## src/rcms_pkg.sv

```systemverilog
// rcms_pkg: shared types and constants of the rotated circular minimap sampler
// no dependencies
`timescale 1ns / 1ps

package rcms_pkg;

	localparam int PIX_W     = 8;
	localparam int COEF_W    = 16;
	localparam int CTR_W     = 18;
	localparam int SIZE_W    = 13;
	localparam int SRC_W     = 14;
	localparam int FRAC_BITS = 14;
	localparam int CTR_SHIFT = 8;
	localparam int CFG_IDX_W = 3;
	localparam int CFG_DAT_W = 18;

	localparam logic signed [COEF_W-1:0] RESET_COS    = 16'sd16384;
	localparam logic signed [COEF_W-1:0] RESET_SIN    = 16'sd0;
	localparam logic [SIZE_W-1:0]        RESET_SIZE   = 13'd4096;

	typedef enum logic [CFG_IDX_W-1:0] {
		REG_COS    = 3'd0,
		REG_SIN    = 3'd1,
		REG_CTR_X  = 3'd2,
		REG_CTR_Y  = 3'd3,
		REG_WIDTH  = 3'd4,
		REG_HEIGHT = 3'd5
	} cfg_reg_t;

	typedef struct packed {
		logic [PIX_W-1:0] x;
		logic [PIX_W-1:0] y;
	} pixel_t;

	typedef struct packed {
		logic signed [COEF_W-1:0] rot_cos;
		logic signed [COEF_W-1:0] rot_sin;
		logic [CTR_W-1:0]         ctr_x;
		logic [CTR_W-1:0]         ctr_y;
		logic [SIZE_W-1:0]        width;
		logic [SIZE_W-1:0]        height;
	} cfg_t;

	typedef struct packed {
		logic push;
		logic full;
	} push_ctl_t;

endpackage

```

## src/rcms_front.sv

```systemverilog
// rcms_front: accepts minimap pixels, drops those outside the view or the circle
// depends on rcms_pkg
`timescale 1ns / 1ps

module rcms_front #(
	parameter int VIEW_SIZE   = 256,
	parameter int VIEW_RADIUS = 128
) (
	input  logic                clk,
	input  logic                arst_n,
	input  logic                pixel_valid,
	output logic                pixel_ready,
	input  rcms_pkg::pixel_t    pixel,
	output rcms_pkg::push_ctl_t push_ctl,
	input  logic                queue_full,
	output rcms_pkg::pixel_t    push_pixel
);

	localparam int OFS_W = ((VIEW_RADIUS > 256) ? $clog2(VIEW_RADIUS) : 8) + 2;
	localparam int SQ_W  = 2 * OFS_W;
	localparam int SUM_W = SQ_W + 1;
	localparam int VS_W  = ($clog2(VIEW_SIZE + 1) > rcms_pkg::PIX_W + 1) ?
		$clog2(VIEW_SIZE + 1) : rcms_pkg::PIX_W + 1;
	localparam logic [SUM_W-1:0] R_SQ = SUM_W'(VIEW_RADIUS * VIEW_RADIUS);

	logic signed [OFS_W-1:0] cx, cy;
	logic signed [SQ_W-1:0]  sq_x, sq_y;
	logic                    view_ok;
	logic [SUM_W-1:0]        dist_sq;
	logic                    in_circle;
	logic                    adv;

	logic                    valid_s1;
	rcms_pkg::pixel_t        pix_s1;
	logic [SQ_W-1:0]         sqx_s1, sqy_s1;

	always_comb begin
		cx        = $signed({{(OFS_W-rcms_pkg::PIX_W){1'b0}}, pixel.x}) - OFS_W'(VIEW_RADIUS);
		cy        = $signed({{(OFS_W-rcms_pkg::PIX_W){1'b0}}, pixel.y}) - OFS_W'(VIEW_RADIUS);
		sq_x      = cx * cx;
		sq_y      = cy * cy;
		view_ok   = (VS_W'(pixel.x) < VS_W'(VIEW_SIZE)) && (VS_W'(pixel.y) < VS_W'(VIEW_SIZE));
		dist_sq   = {1'b0, sqx_s1} + {1'b0, sqy_s1};
		in_circle = dist_sq <= R_SQ;
		adv       = !valid_s1 || !in_circle || !queue_full;
	end

	always_ff @(posedge clk or negedge arst_n) begin
		if (!arst_n) begin
			valid_s1 <= 1'b0;
		end else if (adv) begin
			valid_s1 <= pixel_valid && view_ok;
		end
	end

	always_ff @(posedge clk) begin
		if (adv) begin
			pix_s1 <= pixel;
			sqx_s1 <= sq_x;
			sqy_s1 <= sq_y;
		end
	end

	assign pixel_ready   = adv;
	assign push_ctl.push = valid_s1 && in_circle && !queue_full;
	assign push_ctl.full = queue_full;
	assign push_pixel    = pix_s1;

endmodule

```

## src/rcms_queue.sv

```systemverilog
// rcms_queue: short pixel queue between the classifier and the address datapath
// depends on rcms_pkg
`timescale 1ns / 1ps

module rcms_queue #(
	parameter int DEPTH = 4
) (
	input  logic                clk,
	input  logic                arst_n,
	input  rcms_pkg::push_ctl_t push_ctl,
	input  rcms_pkg::pixel_t    push_pixel,
	output logic                full,
	output logic                pop_valid,
	input  logic                pop_ready,
	output rcms_pkg::pixel_t    pop_pixel
);

	localparam int PTR_W = (DEPTH > 1) ? $clog2(DEPTH) : 1;
	localparam int CNT_W = $clog2(DEPTH + 1);

	rcms_pkg::pixel_t mem_q [DEPTH];
	logic [PTR_W-1:0] wr_ptr_q, rd_ptr_q;
	logic [CNT_W-1:0] count_q;
	logic             push, pop;

	assign push      = push_ctl.push;
	assign pop       = pop_valid && pop_ready;
	assign full      = count_q == CNT_W'(DEPTH);
	assign pop_valid = count_q != '0;
	assign pop_pixel = mem_q[rd_ptr_q];

	always_ff @(posedge clk or negedge arst_n) begin
		if (!arst_n) begin
			wr_ptr_q <= '0;
			rd_ptr_q <= '0;
			count_q  <= '0;
		end else begin
			if (push) begin
				wr_ptr_q <= (wr_ptr_q == PTR_W'(DEPTH - 1)) ? '0 : wr_ptr_q + 1'b1;
			end
			if (pop) begin
				rd_ptr_q <= (rd_ptr_q == PTR_W'(DEPTH - 1)) ? '0 : rd_ptr_q + 1'b1;
			end
			if (push && !pop) begin
				count_q <= count_q + 1'b1;
			end else if (pop && !push) begin
				count_q <= count_q - 1'b1;
			end
		end
	end

	always_ff @(posedge clk) begin
		if (push) begin
			mem_q[wr_ptr_q] <= push_pixel;
		end
	end

	a_no_push_full: assert property (@(posedge clk) disable iff (!arst_n)
		push |-> !push_ctl.full)
		else $error("queue written while full");

	a_count_bound: assert property (@(posedge clk) disable iff (!arst_n)
		count_q <= CNT_W'(DEPTH))
		else $error("queue count beyond depth");

	a_count_inc: assert property (@(posedge clk) disable iff (!arst_n)
		(push && !pop) |=> count_q == $past(count_q) + 1'b1)
		else $error("queue count lost a beat");

endmodule

```

## src/rcms_back.sv

```systemverilog
// rcms_back: rotates the centred offset, adds the player centre, tests the map bounds
// depends on rcms_pkg
`timescale 1ns / 1ps

module rcms_back #(
	parameter int VIEW_RADIUS = 128
) (
	input  logic                               clk,
	input  logic                               arst_n,
	input  rcms_pkg::cfg_t                     cfg,
	input  logic                               pop_valid,
	output logic                               pop_ready,
	input  rcms_pkg::pixel_t                   pop_pixel,
	output logic                               result_valid,
	input  logic                               result_ready,
	output logic [rcms_pkg::PIX_W-1:0]         dest_x,
	output logic [rcms_pkg::PIX_W-1:0]         dest_y,
	output logic signed [rcms_pkg::SRC_W-1:0]  source_x,
	output logic signed [rcms_pkg::SRC_W-1:0]  source_y,
	output logic                               use_fill
);

	localparam int OFS_W  = ((VIEW_RADIUS > 256) ? $clog2(VIEW_RADIUS) : 8) + 2;
	localparam int PROD_W = OFS_W + rcms_pkg::COEF_W;
	localparam int CSH_W  = rcms_pkg::CTR_W + rcms_pkg::CTR_SHIFT + 1;
	localparam int T_W    = ((PROD_W + 1 > CSH_W) ? PROD_W + 1 : CSH_W) + 1;
	localparam int SX_W   = T_W - rcms_pkg::FRAC_BITS;
	localparam logic signed [SX_W-1:0] SAT_HI = SX_W'(8191);
	localparam logic signed [SX_W-1:0] SAT_LO = -SX_W'(8192);

	logic                         en;
	logic signed [OFS_W-1:0]      cx, cy;
	logic signed [T_W-1:0]        ctrx_sh, ctry_sh, tx, ty, tbx, tby;
	logic signed [SX_W-1:0]       sx, sy, sx_sat, sy_sat;
	logic                         in_map;

	logic                         valid_s1, valid_s2, valid_s3;
	rcms_pkg::pixel_t             pix_s1, pix_s2, pix_s3;
	logic signed [PROD_W-1:0]     xc_s1, xs_s1, yc_s1, ys_s1;
	logic signed [T_W-1:0]        tx_s2, ty_s2;
	logic signed [SX_W-1:0]       sx_s3, sy_s3;
	logic                         fill_s3;

	assign en        = !valid_s3 || result_ready;
	assign pop_ready = en;

	always_comb begin
		cx = $signed({{(OFS_W-rcms_pkg::PIX_W){1'b0}}, pop_pixel.x}) - OFS_W'(VIEW_RADIUS);
		cy = $signed({{(OFS_W-rcms_pkg::PIX_W){1'b0}}, pop_pixel.y}) - OFS_W'(VIEW_RADIUS);
		ctrx_sh = T_W'($signed({1'b0, cfg.ctr_x, {rcms_pkg::CTR_SHIFT{1'b0}}}));
		ctry_sh = T_W'($signed({1'b0, cfg.ctr_y, {rcms_pkg::CTR_SHIFT{1'b0}}}));
		tx = ctrx_sh + T_W'(xc_s1) - T_W'(ys_s1);
		ty = ctry_sh + T_W'(xs_s1) + T_W'(yc_s1);
		tbx = tx_s2 + (tx_s2[T_W-1] ? T_W'((1 << rcms_pkg::FRAC_BITS) - 1) : T_W'(0));
		tby = ty_s2 + (ty_s2[T_W-1] ? T_W'((1 << rcms_pkg::FRAC_BITS) - 1) : T_W'(0));
		sx = SX_W'(tbx >>> rcms_pkg::FRAC_BITS);
		sy = SX_W'(tby >>> rcms_pkg::FRAC_BITS);
		in_map = !sx[SX_W-1] && !sy[SX_W-1]
			&& (sx[SX_W-2:0] < (SX_W-1)'(cfg.width))
			&& (sy[SX_W-2:0] < (SX_W-1)'(cfg.height));
		sx_sat = (sx > SAT_HI) ? SAT_HI : ((sx < SAT_LO) ? SAT_LO : sx);
		sy_sat = (sy > SAT_HI) ? SAT_HI : ((sy < SAT_LO) ? SAT_LO : sy);
	end

	always_ff @(posedge clk or negedge arst_n) begin
		if (!arst_n) begin
			valid_s1 <= 1'b0;
			valid_s2 <= 1'b0;
			valid_s3 <= 1'b0;
		end else if (en) begin
			valid_s1 <= pop_valid;
			valid_s2 <= valid_s1;
			valid_s3 <= valid_s2;
		end
	end

	always_ff @(posedge clk) begin
		if (en) begin
			pix_s1  <= pop_pixel;
			xc_s1   <= cx * cfg.rot_cos;
			xs_s1   <= cx * cfg.rot_sin;
			yc_s1   <= cy * cfg.rot_cos;
			ys_s1   <= cy * cfg.rot_sin;
			pix_s2  <= pix_s1;
			tx_s2   <= tx;
			ty_s2   <= ty;
			pix_s3  <= pix_s2;
			sx_s3   <= sx_sat;
			sy_s3   <= sy_sat;
			fill_s3 <= !in_map;
		end
	end

	assign result_valid = valid_s3;
	assign dest_x       = pix_s3.x;
	assign dest_y       = pix_s3.y;
	assign source_x     = sx_s3[rcms_pkg::SRC_W-1:0];
	assign source_y     = sy_s3[rcms_pkg::SRC_W-1:0];
	assign use_fill     = fill_s3;

endmodule

```

## src/rotated_circular_minimap_sampler.sv

```systemverilog
// rotated_circular_minimap_sampler: top level, configuration registers and wiring
// depends on rcms_pkg, rcms_front, rcms_queue, rcms_back
// path: front classifier register, queue, then the back product, sum and bound registers
// throughput: one pixel per cycle if not stalled; pixels out of view or circle give no beat
// the figure is set by the four-multiplier rotate stage, one pixel per clock if not stalled
// reset: configuration returns to identity rotation, zero centre and a 4096 by 4096 map
`timescale 1ns / 1ps

module rotated_circular_minimap_sampler #(
	parameter int VIEW_SIZE   = 256,
	parameter int VIEW_RADIUS = 128,
	parameter int QUEUE_DEPTH = 4
) (
	input  logic                                 clk,
	input  logic                                 arst_n,
	input  logic                                 cfg_valid,
	output logic                                 cfg_ready,
	input  logic [rcms_pkg::CFG_IDX_W-1:0]       cfg_index,
	input  logic [rcms_pkg::CFG_DAT_W-1:0]       cfg_data,
	input  logic                                 pixel_valid,
	output logic                                 pixel_ready,
	input  logic [rcms_pkg::PIX_W-1:0]           pixel_x,
	input  logic [rcms_pkg::PIX_W-1:0]           pixel_y,
	output logic                                 result_valid,
	input  logic                                 result_ready,
	output logic [rcms_pkg::PIX_W-1:0]           dest_x,
	output logic [rcms_pkg::PIX_W-1:0]           dest_y,
	output logic signed [rcms_pkg::SRC_W-1:0]    source_x,
	output logic signed [rcms_pkg::SRC_W-1:0]    source_y,
	output logic                                 use_fill
);

	rcms_pkg::cfg_t      cfg_q;
	rcms_pkg::pixel_t    pixel, push_pixel, pop_pixel;
	rcms_pkg::push_ctl_t push_ctl;
	logic                queue_full, pop_valid, pop_ready;

	assign cfg_ready = 1'b1;
	assign pixel.x   = pixel_x;
	assign pixel.y   = pixel_y;

	always_ff @(posedge clk or negedge arst_n) begin
		if (!arst_n) begin
			cfg_q.rot_cos <= rcms_pkg::RESET_COS;
			cfg_q.rot_sin <= rcms_pkg::RESET_SIN;
			cfg_q.ctr_x   <= '0;
			cfg_q.ctr_y   <= '0;
			cfg_q.width   <= rcms_pkg::RESET_SIZE;
			cfg_q.height  <= rcms_pkg::RESET_SIZE;
		end else if (cfg_valid && cfg_ready) begin
			case (cfg_index)
				rcms_pkg::REG_COS:    cfg_q.rot_cos <= cfg_data[rcms_pkg::COEF_W-1:0];
				rcms_pkg::REG_SIN:    cfg_q.rot_sin <= cfg_data[rcms_pkg::COEF_W-1:0];
				rcms_pkg::REG_CTR_X:  cfg_q.ctr_x   <= cfg_data[rcms_pkg::CTR_W-1:0];
				rcms_pkg::REG_CTR_Y:  cfg_q.ctr_y   <= cfg_data[rcms_pkg::CTR_W-1:0];
				rcms_pkg::REG_WIDTH:  cfg_q.width   <= cfg_data[rcms_pkg::SIZE_W-1:0];
				rcms_pkg::REG_HEIGHT: cfg_q.height  <= cfg_data[rcms_pkg::SIZE_W-1:0];
				default: begin
				end
			endcase
		end
	end

	rcms_front #(
		.VIEW_SIZE   (VIEW_SIZE),
		.VIEW_RADIUS (VIEW_RADIUS)
	) u_front (
		.clk         (clk),
		.arst_n      (arst_n),
		.pixel_valid (pixel_valid),
		.pixel_ready (pixel_ready),
		.pixel       (pixel),
		.push_ctl    (push_ctl),
		.queue_full  (queue_full),
		.push_pixel  (push_pixel)
	);

	rcms_queue #(
		.DEPTH (QUEUE_DEPTH)
	) u_queue (
		.clk        (clk),
		.arst_n     (arst_n),
		.push_ctl   (push_ctl),
		.push_pixel (push_pixel),
		.full       (queue_full),
		.pop_valid  (pop_valid),
		.pop_ready  (pop_ready),
		.pop_pixel  (pop_pixel)
	);

	rcms_back #(
		.VIEW_RADIUS (VIEW_RADIUS)
	) u_back (
		.clk          (clk),
		.arst_n       (arst_n),
		.cfg          (cfg_q),
		.pop_valid    (pop_valid),
		.pop_ready    (pop_ready),
		.pop_pixel    (pop_pixel),
		.result_valid (result_valid),
		.result_ready (result_ready),
		.dest_x       (dest_x),
		.dest_y       (dest_y),
		.source_x     (source_x),
		.source_y     (source_y),
		.use_fill     (use_fill)
	);

endmodule

```

## config.mk

```make
export PLATFORM = sky130hd
export DESIGN_NAME = rotated_circular_minimap_sampler
export DESIGN_NICKNAME = d
export VERILOG_FILES = /design/src/rcms_pkg.sv /design/src/rcms_front.sv /design/src/rcms_queue.sv /design/src/rcms_back.sv /design/src/rotated_circular_minimap_sampler.sv
export SDC_FILE = /design/constraint.sdc
export NUM_CORES = 2
export LEC_CHECK = 0
export BUFFER_PORTS_ARGS = -buffer_cell sky130_fd_sc_hd__buf_2
export CORE_MARGIN = 2
export CORE_UTILIZATION = 59
export DETAILED_ROUTE_END_ITERATION = 8
export PLACE_DENSITY_LB_ADDON = 0.3
export SYNTH_ARGS = -nofsm -noshare
export SYNTH_HDL_FRONTEND = slang
export SYNTH_SLANG_ARGS = --single-unit
```

## constraint.sdc

```tcl
create_clock -name clk -period 7.2 [get_ports clk]
set_input_delay 0.72 -clock clk [delete_from_list [all_inputs] [get_ports clk]]
set_output_delay 0.72 -clock clk [all_outputs]
set_load 0.005 [all_outputs]
```

* Word-level counts from Yosys, hierarchy flattened
Memory sizes are Yosys's and may differ from the RTL's.
Index checks and enable logic that the tools add are counted.
** Operators by class
- $add $sub $neg :: 15
- Multiply operators :: 6
- Magnitude comparators :: 7
- Eq/ne operators :: 8
- Muxes and demuxes :: 10
- Reductions and logical operators :: 29
** Operators by type and width (count)
- $mul 9x16->25 :: 4
- $add 27x26->28 :: 2
- $add 28x28->28 :: 2
- $mux 14 :: 4
- $mul 9x9->18 :: 2
- $sub 8x8->9 const B :: 4
- $add 28x26->28 :: 1
- $gt 14x14->1 const B :: 2
- $lt 14x14->1 const B :: 2
- $sub 28x26->28 :: 1
- $lt 13x13->1 :: 2
- $add 20x20->21 :: 1
- $le 21x15->1 const B :: 1
- $reduce_and 2->1 :: 6
- $eq 3x3->1 const B :: 3
- $logic_not 1->1 :: 9
- $logic_and 1x1->1 :: 8
- $eq 3x2->1 const B :: 2
- $mux 3 :: 2
- $add 2x1->2 const B :: 2
- $eq 2x2->1 const B :: 2
- $mux 2 :: 2
- $add 3x1->3 const B :: 1
- $eq 3x1->1 const B :: 1
- other kinds (6) :: 9
** Word-level totals
- Bits in registers :: 398
- Memory bits (writable) :: 64
- Input bits :: 42
- Output and inout bits :: 48
- Word-level logic and storage cells :: 108
- Memories kept :: 1
** Memories
- u_queue.mem_q :: depth 4, width 16, read ports 1, clocked after Yosys merged registers in 0, wr ports 1, line rcms_queue.sv:21 : rcms_pkg::pixel_t mem_q [DEPTH];

* Logic depth before layout (Yosys ltp)
- Word-level depth :: 8
- Depth in mapped cells :: 26
- Mapped depth without buffers :: 23

* Cells and area by module
Synthesis repeated with hierarchy kept, for this count alone.
** Unflattened totals
- Cell total of the unflattened synthesis :: 4146
- Area total of the unflattened synthesis :: 45612.5 um^2
** By module, submodules not included
- rcms_back :: times used 1, cells each 3110, area each 32018.2 um^2
- rcms_front :: times used 1, cells each 711, area each 7230.7 um^2
- rotated_circular_minimap_sampler :: times used 1, cells each 204, area each 3584.7 um^2
- rcms_queue :: times used 1, cells each 121, area each 2778.9 um^2

* Worst setup path after synthesis
No wires, ideal clock.
- Path kind :: input -> register
- From :: in result_ready
- To :: reg u_queue.count_q[1]
- Arrival :: 8.039 ns
- Data required time :: 7.075 ns
- Slack :: -0.963 ns
- Stages :: 7
- Cell sequence :: nand2b_1 o31a_1 inv_1 ha_1 inv_1 fa_1 mux2_2
** On the way
- Longest elaborated chain between the ends :: 5
- Elaborated cells between the ends (all ways) :: 7
** RTL lines
- from (decl) :: line rotated_circular_minimap_sampler.sv:25 : input logic result_ready,
- $logic_or 1x1->1 * :: line rcms_back.sv:44 : assign en = !valid_s3 || result_ready;
- $logic_and 1x1->1 * :: line rcms_queue.sv:27 : assign pop = pop_valid && pop_ready;
- $logic_not 1->1 :: line rcms_queue.sv:44 : if (push && !pop) begin
- $logic_and 1x1->1 :: line rcms_queue.sv:44
- $mux 3 / $reduce_bool 2->1 (equally long branches)
- to (signal assigned) :: line rcms_queue.sv:45 : count_q <= count_q + 1'b1;
- to (signal assigned) :: line rcms_queue.sv:47 : count_q <= count_q - 1'b1;
- to (decl) :: line rcms_queue.sv:23 : logic [CNT_W-1:0] count_q;
Mark *: on every way between the ends. The rest lies on a longest branch, timed or not.
A chain may end at the register's enable or synchronous reset.

* Worst setup path after layout
- From :: reg u_queue.rd_ptr_q[0]
- To :: reg u_back.xs_s1[17] (data pin)
** On the way
- Longest elaborated chain between the ends :: 3
** RTL lines
- from (decl) :: line rcms_queue.sv:22 : logic [PTR_W-1:0] wr_ptr_q, rd_ptr_q;
- from (signal assigned) :: line rcms_queue.sv:42 : rd_ptr_q <= (rd_ptr_q == PTR_W'(DEPTH - 1)) ? '0 : rd_ptr_q + 1'b1;
- $mem_v2 4x16
- $sub 8x8->9 :: line rcms_back.sv:48 : cx = $signed({{(OFS_W-rcms_pkg::PIX_W){1'b0}}, pop_pixel.x}) - OFS_W'(VIEW_RADIUS);
- $mul 9x16->25 :: line rcms_back.sv:81 : xs_s1 <= cx * cfg.rot_sin;
- to (signal assigned) :: line rcms_back.sv:81
- to (decl) :: line rcms_back.sv:39 : logic signed [PROD_W-1:0] xc_s1, xs_s1, yc_s1, ys_s1;
No other way between the ends.

==> flow_summary_export.csv <==
group,metric,value,unit
clock_network,clock_tree.htree_level_count,2,
clock_network,cts.sinks,450,
sta,worst-slew-pin-transition,1080,ps
sta,max-slew-margin-rel,28.0,%
sta,worst_slack,291,ps
critical_path,critPathMaxFanout,13,
placed_design,hpwl,77.9,mm
logic_synthesis,most_instantiated_library_cell_after_synthesis,"sky130_fd_sc_hd__inv_1",
placed_design,place.port_buffers,88,
hold_path,timing.hold.worst.class,"in2async",
drt,remaining_drc_errors,0,
logic_synthesis,synth_top_area_share,27.8,%
drt,detailedRoute.firstIterationViolations,1891,
drt,detail_route.first_pass.iterations,5,
outcome,outcome,"complete, no violations",
placed_design,global_placer_s_final_weighted_congestion,0.901,
floorplan,start_util,59.5,%
logic_synthesis,synth_top_flop_cell,"sky130_fd_sc_hd__edfxtp_1",
sta,fin_skew,53.6,ps
run,drv.max_cap_violation_count,0,
global_route,antenna_found_initial,5,
clock_network,root_buffer,"sky130_fd_sc_hd__clkbuf_16",
logic_synthesis,async_flop_share,23.3,%
sta,final.setup.tns,0,ps
floorplan,fp.coreArea,0.0758,mm^2
cells_and_area,layout-drive-gt1-share,8.91,%
global_route,grtUsageTotal,26.5,%
cells_and_area,fin_nets,5251,
global_route,grt_pass1_wl,161,mm
sta,rsz_0062_raised_after_global_routing,"false",
logic_synthesis,post_synth.cell_area_avg,11.0,um^2
clock_network,cts-buffers-inserted,49,
logic_synthesis,synth_enable_flop_cells,345,
global_route,grt-ovfl-total,0,
logic_synthesis,count_of_different_cell_masters_after_synthesis,84,
drt,ant_nets,0,
logic_synthesis,synth_sequential_area_ratio,28.8,%
critical_path,timing.critical_path.from_type,"flip-flop",
logic_synthesis,yosysWarningCount,0,
global_route,grt_max_degree,71,
logic_synthesis,post_synthesis_cell_type_with_the_largest_combined_area,"sky130_fd_sc_hd__fa_1",
clock_network,clkSlewWorstSetupHoldPaths,60,ps
clock_network,cts_tree,"done",
floorplan,dieHeight,280,um
logic_synthesis,postSynthCellCount,4095,
floorplan,io-pin-count,90,
logic_synthesis,cell_area_after_synthesis,0.0451,mm^2
global_route,number_of_global_route_vias_before_repair,30375,
sta,report.final.slew_viol_count,0,
sta,finalCritPeriodShare,96.0,%
logic_synthesis,synth_commonest_cells,"687 x sky130_fd_sc_hd__inv_1, 627 x sky130_fd_sc_hd__fa_1, 425 x sky130_fd_sc_hd__ha_1",
sta,period_minus_slack,6910,ps
floorplan,dieArea,0.0787,mm^2
logic_synthesis,number_of_register_bits_inferred_by_synthesis,450,
floorplan,floorplan.rows,101,
floorplan,x_dimension_of_the_die,280,um
sta,whs,196,ps
drt,routed_via_density,5.59,
drt,wl_per_cell,19.4,um
critical_path,cp.arrival,7270,ps
drt,finalWirelength,100,mm
clock_network,clk-insertion-delay-late,640,ps
sta,final-setup-viol-count,0,
sta,final-hold-violation-count,0,
clock_network,clock_tree.buffer_depth,3,
critical_path,crit_required,7560,ps
critical_path,worstSetupPathType,"reg2reg",
sta,achievable_clock_frequency,145,MHz
placed_design,place_worst_setup_slack,169,ps
cells_and_area,syn_to_final_growth,7.59,%
logic_synthesis,synthTopCellsByArea,"sky130_fd_sc_hd__fa_1 28%, sky130_fd_sc_hd__edfxtp_1 23%, sky130_fd_sc_hd__ha_1 12%, sky130_fd_sc_hd__inv_1 5.7%, sky130_fd_sc_hd__dfrtp_1 5.7%",
logic_synthesis,net_count_synth,5189,
critical_path,end_kind,"flip-flop",
drt,via_count,28914,
routing by layer:
metal	share of wire, %	track usage, %
met2	49	44.4
met3	7.2	5.63
met5	0	0
met4	2.7	7.28
met1	42	35.2
flip-flops by register name, summed over array words and instances, names as in the netlist, 2 cells and up:
register,cells
cfg_q,94
u_back.dest_x,8
u_back.dest_y,8
u_back.pix_s1,16
u_back.pix_s2,16
u_back.source_x,14
u_back.source_y,14
u_back.tx_s2,28
u_back.ty_s2,28
u_back.xc_s1,25
u_back.xs_s1,25
u_back.yc_s1,25
u_back.ys_s1,25
u_front.push_pixel,14
u_front.sqx_s1,17
u_front.sqy_s1,17
u_queue.count_q,3
u_queue.mem_q,64
u_queue.rd_ptr_q,2
u_queue.wr_ptr_q,2
critical path, cell delays in order (launching register included):
cell	delay, ps
sky130_fd_sc_hd__dfrtp_2	500
sky130_fd_sc_hd__buf_12	170
sky130_fd_sc_hd__buf_4	200
sky130_fd_sc_hd__mux4_2	620
sky130_fd_sc_hd__buf_4	240
sky130_fd_sc_hd__nand2_1	100
sky130_fd_sc_hd__fa_1	430
sky130_fd_sc_hd__inv_1	90
sky130_fd_sc_hd__fa_1	420
sky130_fd_sc_hd__ha_1	280
sky130_fd_sc_hd__inv_1	40
sky130_fd_sc_hd__fa_1	470
sky130_fd_sc_hd__inv_1	40
sky130_fd_sc_hd__ha_1	260
sky130_fd_sc_hd__ha_1	220
sky130_fd_sc_hd__fa_1	470
sky130_fd_sc_hd__a21o_1	200
sky130_fd_sc_hd__a21oi_2	220
sky130_fd_sc_hd__o21bai_1	100
sky130_fd_sc_hd__a21oi_1	220
sky130_fd_sc_hd__o21bai_1	110
sky130_fd_sc_hd__a21oi_2	240
sky130_fd_sc_hd__o21bai_1	110
sky130_fd_sc_hd__a2111oi_0	580
sky130_fd_sc_hd__nor3_1	140
sky130_fd_sc_hd__xor2_1	160
worst paths after layout:
kind,startpoint,endpoint,slack [ps],depth (start not counted)
max reg2reg,u_queue.rd_ptr_q[0],u_back.xs_s1[17],290,25
min,arst_n,cfg_q[93],200,1
max,u_queue.rd_ptr_q[0],u_back.xs_s1[17],290,25
min in group clk,pixel_valid,u_front.valid_s1,300,2
min reg2reg,u_back.pix_s2[0],u_back.dest_y[0],380,0
max in group asynchronous,arst_n,cfg_q[84],5530,2
stage by stage:
| step | instance area (um^2) | std cells | util, % |
|---|---|---|---|
| CTS | 48400 | 5168 | 63.9 |
| global placement | 46700 | 5078 | 61.6 |
| global route | 48500 | 5174 | 64.0 |
| detailed placement | 46700 | 5078 | 61.6 |
| finish | 48500 | 5176 | 64.0 |
| floorplan | 45100 | 4095 | - |
cells in the final DEF (no fill, tap or decap), types with 32 or more instances in the layout:
| cell type | n |
|---|---|
| sky130_fd_sc_hd__inv_1 | 687 |
| sky130_fd_sc_hd__fa_1 | 627 |
| sky130_fd_sc_hd__ha_1 | 425 |
| sky130_fd_sc_hd__edfxtp_1 | 345 |
| sky130_fd_sc_hd__nand2_1 | 343 |
| sky130_fd_sc_hd__and2_1 | 253 |
| sky130_fd_sc_hd__xnor2_1 | 176 |
| sky130_fd_sc_hd__nor2_1 | 174 |
| sky130_fd_sc_hd__a21oi_1 | 127 |
| sky130_fd_sc_hd__dfrtp_1 | 101 |
| sky130_fd_sc_hd__nor2b_1 | 91 |
| sky130_fd_sc_hd__buf_2 | 87 |
| sky130_fd_sc_hd__o21ai_0 | 86 |
| sky130_fd_sc_hd__mux2_2 | 69 |
| sky130_fd_sc_hd__buf_4 | 63 |
| sky130_fd_sc_hd__xor2_1 | 61 |
| sky130_fd_sc_hd__clkbuf_16 | 49 |
| sky130_fd_sc_hd__a21o_1 | 47 |
| sky130_fd_sc_hd__nor3_1 | 34 |
| sky130_fd_sc_hd__o21bai_1 | 32 |
cell families (layout without fill, tap and decap cells):
| logic type | after synthesis | in the layout | synth area share, % |
|---|---|---|---|
| XOR/XNOR | 237 | 237 | 4.60 |
| other | 1 | 3 | 0.00832 |
| AO/OA/AOI/OAI | 411 | 411 | 6.07 |
| multiplexers | 89 | 90 | 2.63 |
| buffers and inverters | 829 | 929 | 6.92 |
| adder cells (fa/ha/maj) | 1052 | 1052 | 39.6 |
| flip-flops | 450 | 450 | 28.8 |
| AND/OR/NAND/NOR | 1026 | 1026 | 11.3 |
repair_timing:
action / CTS / global route
buffers inserted: 0 / 5
hold buffers: 0 / 0
endpoints found under the setup margin: 0 / 7
endpoints found under the hold margin: 0 / 0
resized for setup: 0 / 5
area by class of cell:
class,instances,area (um^2)
Sequential cell,450,13000
Antenna cell,2,5.00
Clock buffer,56,1270
Tap cell,978,1220
Clock inverter,34,424
Timing Repair Buffer,152,948
Inverter,687,2580
Multi-Input combinational cell,2817,29100
Fill cell,5882,27300
Power is not shown: default switching activity piles up to over one toggle a cycle in this logic, so the estimate is an artifact.
